`src/rtl/rotate_add_random_generator_defines.svh`:
```
// Assertion macros for the rotate-add random generator.
// Each check is sampled on the rising edge of aclk and is switched off during reset.
`ifndef ROTATE_ADD_RANDOM_GENERATOR_DEFINES_SVH
`define ROTATE_ADD_RANDOM_GENERATOR_DEFINES_SVH

`ifndef NO_ASSERTIONS

// The consequent holds in the same cycle as the antecedent.
`define RAG_ASSERT_NOW(label, cond, prop) \
    label: assert property (@(posedge aclk) disable iff (!aresetn) (cond) |-> (prop)) \
        else $error("rotate_add_random_generator: check failed");

// The consequent holds in the cycle after the antecedent.
`define RAG_ASSERT_NEXT(label, cond, prop) \
    label: assert property (@(posedge aclk) disable iff (!aresetn) (cond) |=> (prop)) \
        else $error("rotate_add_random_generator: check failed");

`else

`define RAG_ASSERT_NOW(label, cond, prop)
`define RAG_ASSERT_NEXT(label, cond, prop)

`endif

`endif

```
`src/rtl/rag_pkg.sv`:
```
package rag_pkg;

    // Request kinds carried in the input tuser field.
    localparam logic [1:0] REQ_RAW    = 2'd0;
    localparam logic [1:0] REQ_DOUBLE = 2'd1;
    localparam logic [1:0] REQ_RESEED = 2'd2;

    // Configuration register indexes.
    localparam logic [1:0] CFG_ROT_FIRST  = 2'd0;
    localparam logic [1:0] CFG_ROT_SECOND = 2'd1;
    localparam logic [1:0] CFG_ROT_THIRD  = 2'd2;
    localparam logic [1:0] CFG_BASE_OFS   = 2'd3;

    // Register reset values, also restored by a reseed.
    localparam logic [5:0]  ROT_FIRST_RST  = 6'd13;
    localparam logic [5:0]  ROT_SECOND_RST = 6'd3;
    localparam logic [5:0]  ROT_THIRD_RST  = 6'd23;
    localparam logic [15:0] BASE_OFS_RST   = 16'd0;

    // Double conversion constants.
    localparam logic [63:0] DBL_SMALL_LIMIT = 64'hfff;
    localparam logic [10:0] DBL_EXP_BASE    = 11'd1022;
    localparam logic [6:0]  DBL_ALIGN       = 7'd11;

    typedef struct packed {
        logic [63:0] word_a;
        logic [63:0] word_b;
        logic [63:0] word_c;
    } rag_state_t;

    typedef struct packed {
        logic [5:0]  rot_first;
        logic [5:0]  rot_second;
        logic [5:0]  rot_third;
        logic [15:0] base_ofs;
    } rag_cfg_t;

    localparam rag_cfg_t CFG_RST = '{
        rot_first:  ROT_FIRST_RST,
        rot_second: ROT_SECOND_RST,
        rot_third:  ROT_THIRD_RST,
        base_ofs:   BASE_OFS_RST
    };

    // State left by a reseed with the given seed.
    function automatic rag_state_t reseed_state(input logic [63:0] seed);
        rag_state_t s;
        s.word_a = 64'd0;
        s.word_b = 64'd1;
        s.word_c = seed ^ 64'd1;
        return s;
    endfunction

    // Left rotation; an amount of zero leaves the word as it is.
    function automatic logic [63:0] rotl64(input logic [63:0] x, input logic [5:0] r);
        return (x << r) | (x >> (7'd64 - {1'b0, r}));
    endfunction

endpackage

```
`src/rtl/rag_dbl.sv`:
```
module rag_dbl
    import rag_pkg::*;
(
    input  logic [63:0] draw_i,
    input  logic [63:0] extra_i,
    output logic [63:0] value_o,
    output logic        need_second_o
);

    logic [6:0]   lead_zeros;
    logic [63:0]  mant;
    logic [127:0] joined;
    logic [10:0]  expo;
    logic         below_limit;

    // Leading-zero count: the highest set bit wins.
    always_comb begin
        lead_zeros = 7'd64;
        for (int i = 0; i < 64; i++) begin
            if (draw_i[i]) begin
                lead_zeros = 7'(63 - i);
            end
        end
    end

    assign below_limit = draw_i < DBL_SMALL_LIMIT;

    // Clear the leading one, then align the draw with the second draw beneath it.
    assign mant   = draw_i & ~(64'd1 << (7'd63 - lead_zeros));
    assign joined = {mant, extra_i} << lead_zeros;
    assign expo   = DBL_EXP_BASE - {4'd0, lead_zeros};

    assign need_second_o = !below_limit && (lead_zeros > DBL_ALIGN);
    assign value_o       = below_limit ? 64'd0 : {1'b0, expo, joined[126:75]};

endmodule

```
`config.mk`:
```
export PLATFORM = sky130hd
export DESIGN_NAME = rag_dbl
export DESIGN_NICKNAME = d
export VERILOG_FILES = /design/src/rtl/rotate_add_random_generator_defines.svh /design/src/rtl/rag_pkg.sv /design/src/rtl/rag_dbl.sv
export SDC_FILE = /design/constraint.sdc
export NUM_CORES = 1
export LEC_CHECK = 0
export ABC_CLOCK_PERIOD_IN_PS = 4400
export BUFFER_PORTS_ARGS = -buffer_cell sky130_fd_sc_hd__buf_2
export CORE_MARGIN = 2
export CORE_UTILIZATION = 46
export DETAILED_ROUTE_END_ITERATION = 16
export PLACE_DENSITY = 0.7
export REMOVE_ABC_BUFFERS = 1
export SLEW_MARGIN = 20
export SYNTH_ARGS = -nofsm -noshare
export SYNTH_HDL_FRONTEND = slang
export SYNTH_SLANG_ARGS = --single-unit
```
`constraint.sdc`:
```
create_clock -name vclk -period 4.4
set_input_delay 0.22 -clock vclk [all_inputs]
set_output_delay 0.22 -clock vclk [all_outputs]
set_load 0.01 [all_outputs]
```
==> summary.md <==
| Metric | Value |
|---|---|
| Status | `completed` |
| Area leader, netlist | `mux2i_1` |
| Power Dens Cells | `between 100 and 150 mW/mm^2` |
| CLK BUF | `0` |
| Die width | `around 150 microns` |
| First-pass GRT wire length | `around 89 mm` |
| Drt first pass iters | `8` |
| Critical Path RT | `between 4 and 5 ns` |
| Hold endpoint | `need_second_o` |
| Min-delay worst type | `input port to output pin` |
| Sequential area share after synthesis | `0%` |
| Critical setup path kind | `input port to output pin` |
| HP Start | `draw_i[61]` |
| Max_cap viols | `0` |
| DRC | `0` |
| Most common cell in the netlist | `mux2i_1` |
| Leakage | `approximately 0.0057 uW` |
| Vias | `15682` |
| FF/Latch Area | `0 sq um` |
| Synth top area cells | `mux2i_1 18%, nand2_1 6.4%, o21ai_0 5.4%` |
| Crit-path max FO | `5` |
| Synth-to-layout area growth | `34.7%` |
| Worst VDD drop | `~0.20 mV` |
| Post-Syn Area | `0.0104 sq mm` |
| Hold depth | `5` |
| Crit share post-route | `99.8%` |
| Setup violations, final | `0` |
| Final hold violations | `0` |
| Die height | `154 microns` |
| Routed length per instance | `approximately 27 microns` |
| Core region area | `approximately 0.022 sq mm` |
| Fmax | `around 230 MHz` |
| Row count | `54` |
| Rel. slew slack | `51.6%` |
| Setup ws final | `0.00975 ns` |
| Vias in the first global route | `around 14000` |
| Routability Congestion | `approximately 1.1` |
| Post-synth cell types | `107` |
| Share of cells above drive strength 1 | `between 30% and 40%` |
| Share of the synthesized area in the top cell type | `about 18%` |
| Startpoint types | `input port` |
| Iter 0 DRT Violations | `2522` |
| FF+latch count | `0` |
| Final min period | `approximately 4.4 ns` |
| Die area | `between 0.02 and 0.025 sq mm` |
| Multi-input gate area | `between 0.009 and 0.01 sq mm` |
| Initial antenna violation count | `2` |
| Post-layout nets | `2060` |
| DR vias/cell | `7.11` |
| Detail Route Antenna Nets | `0` |
| GRT Total Usage | `48.1%` |
| Pre-CTS setup slack | `-0.459 ns` |
| Mapped Avg Cell Area | `about 6.6 sq um` |
| Pins over their slew limit | `0` |
| WP data arrival | `between 4 and 5 ns` |
| Estimated wirelength of the detail-placed design | `roughly 47 mm` |
| Slew @ Worst Pin | `0.719 ns` |
| Critical path capture point type | `output pin` |
| # IOs | `just under 200` |
| Most frequent cells after synthesis | `185 x mux2i_1, 177 x nand2_1, 139 x nor2_1` |
| Post-Syn Instances | `1562` |
| Largest net degree at the start of global routing | `99` |
| IO Port Bufs | `between 150 and 200` |
| # fillers | `approximately 2100` |
| Hold_ws | `1.01 ns` |
| Overflow left after global routing | `0` |
| Final wirelength | `60.6 mm` |
| Initial Utilization | `between 40% and 50%` |
| Yosys warns | `0` |
## stage by stage
stage	power [uW]	TNS, ns	cells	instance area (sq um)	util, %
after floorplan	775	-157.86	1408	9510	-
after global placement	1540	-14.85	2196	13500	61.5
after detailed placement	1550	-9.62	2196	13500	61.5
after CTS	1570	0	2196	13600	61.9
after global routing	1760	-0.259	2205	14000	63.7
final	1690	0	2206	14000	63.7
## critical path: stages
cell	delay (ns)
buf_2	0.12
or4_4	0.56
nor4b_4	0.36
o41ai_4	0.21
nand4_4	0.18
nand2_8	0.08
buf_4	0.17
ha_4	0.17
buf_6	0.14
nand2_4	0.10
o31ai_4	0.09
buf_4	0.15
o21a_1	0.21
a211oi_2	0.26
a21oi_1	0.08
mux2i_2	0.34
buf_4	0.20
nor2_1	0.06
nor4_2	0.26
buf_2	0.19
## layout make-up
class | instances | area share, %
diodes | 1 | 0.0179
inverters | 22 | 0.626
multi-input cells | 1387 | 70.6
well taps | 280 | 2.50
repair buffers | 516 | 26.3
## kinds of logic (layout without fill, tap and decap cells)
kind of cell	Yosys count	count (layout)	synth area share, %
AO/OA/AOI/OAI	600	601	40.5
XOR/XNOR	2	2	0.169
adder cells (fa/ha/maj)	5	5	0.602
buffers and inverters	177	538	9.23
multiplexers	226	226	22.5
other	1	3	0.0361
AND/OR/NAND/NOR	551	551	26.9
## metal layers
metal / track usage [%] / wire length (microns)
met1: 65.5 / 24000
met5: 0 / 0
met3: 13.7 / 8920
met4: 16.2 / 2730
met2: 72.8 / 25000
## cell usage in the layout, fill, tap and decap left out, types with 9 or more instances in the layout
master | synthesis | routed
nor3_1 | 58 | 52
a31oi_1 | 17 | 16
or4_1 | 14 | 12
and2_1 | 10 | 10
a221oi_1 | 11 | 9
nand2_1 | 177 | 174
o221ai_1 | 14 | 14
buf_12 | 0 | 18
a22oi_1 | 20 | 18
nor4_1 | 13 | 12
a21oi_1 | 102 | 100
mux2_2 | 37 | 37
nor2_1 | 139 | 133
a211oi_1 | 41 | 38
a2bb2oi_1 | 11 | 9
buf_2 | 69 | 179
o21ai_0 | 113 | 100
o21ai_1 | 24 | 34
and3_1 | 18 | 18
o21a_1 | 15 | 12
nand3_1 | 46 | 44
inv_1 | 19 | 19
buf_4 | 28 | 316
o31ai_1 | 25 | 19
mux2i_1 | 185 | 180
o211ai_1 | 46 | 46
nand4_1 | 9 | 9
nor4_2 | 8 | 9
o22ai_1 | 37 | 36
## power breakdown
| part | internal (uW) | total [uW] | switching (uW) |
|---|---|---|---|
| Sequential | 0 | 0 | 0 |
| Clock | 0.00000787 | 0.00000788 | 0 |
| Combinational | 704 | 1690 | 981 |
| Total | 704 | 1690 | 981 |
## repair_timing
item                       CTS  global route
setup endpoints to repair   51            51
gates resized for setup     17            68
gates cloned                 0             1
hold endpoints to repair     0             0
buffers inserted             0             8
hold buffers                 0             0
pin swaps                    0            10
## how the worst max path moves through the flow
stage	startpoint	end	slack (ns)	cells past startpoint
after floorplan	draw_i[32]	value_o[51]	-3.31	16
after global placement	draw_i[2]	value_o[28]	-0.46	18
after detailed placement	draw_i[20]	value_o[26]	-0.46	18
after CTS	draw_i[14]	value_o[45]	0.007	20
after global routing	draw_i[35]	value_o[36]	-0.06	20
final	draw_i[20]	value_o[2]	0.01	20
No activity file was read; power rests on OpenSTA's default activity.
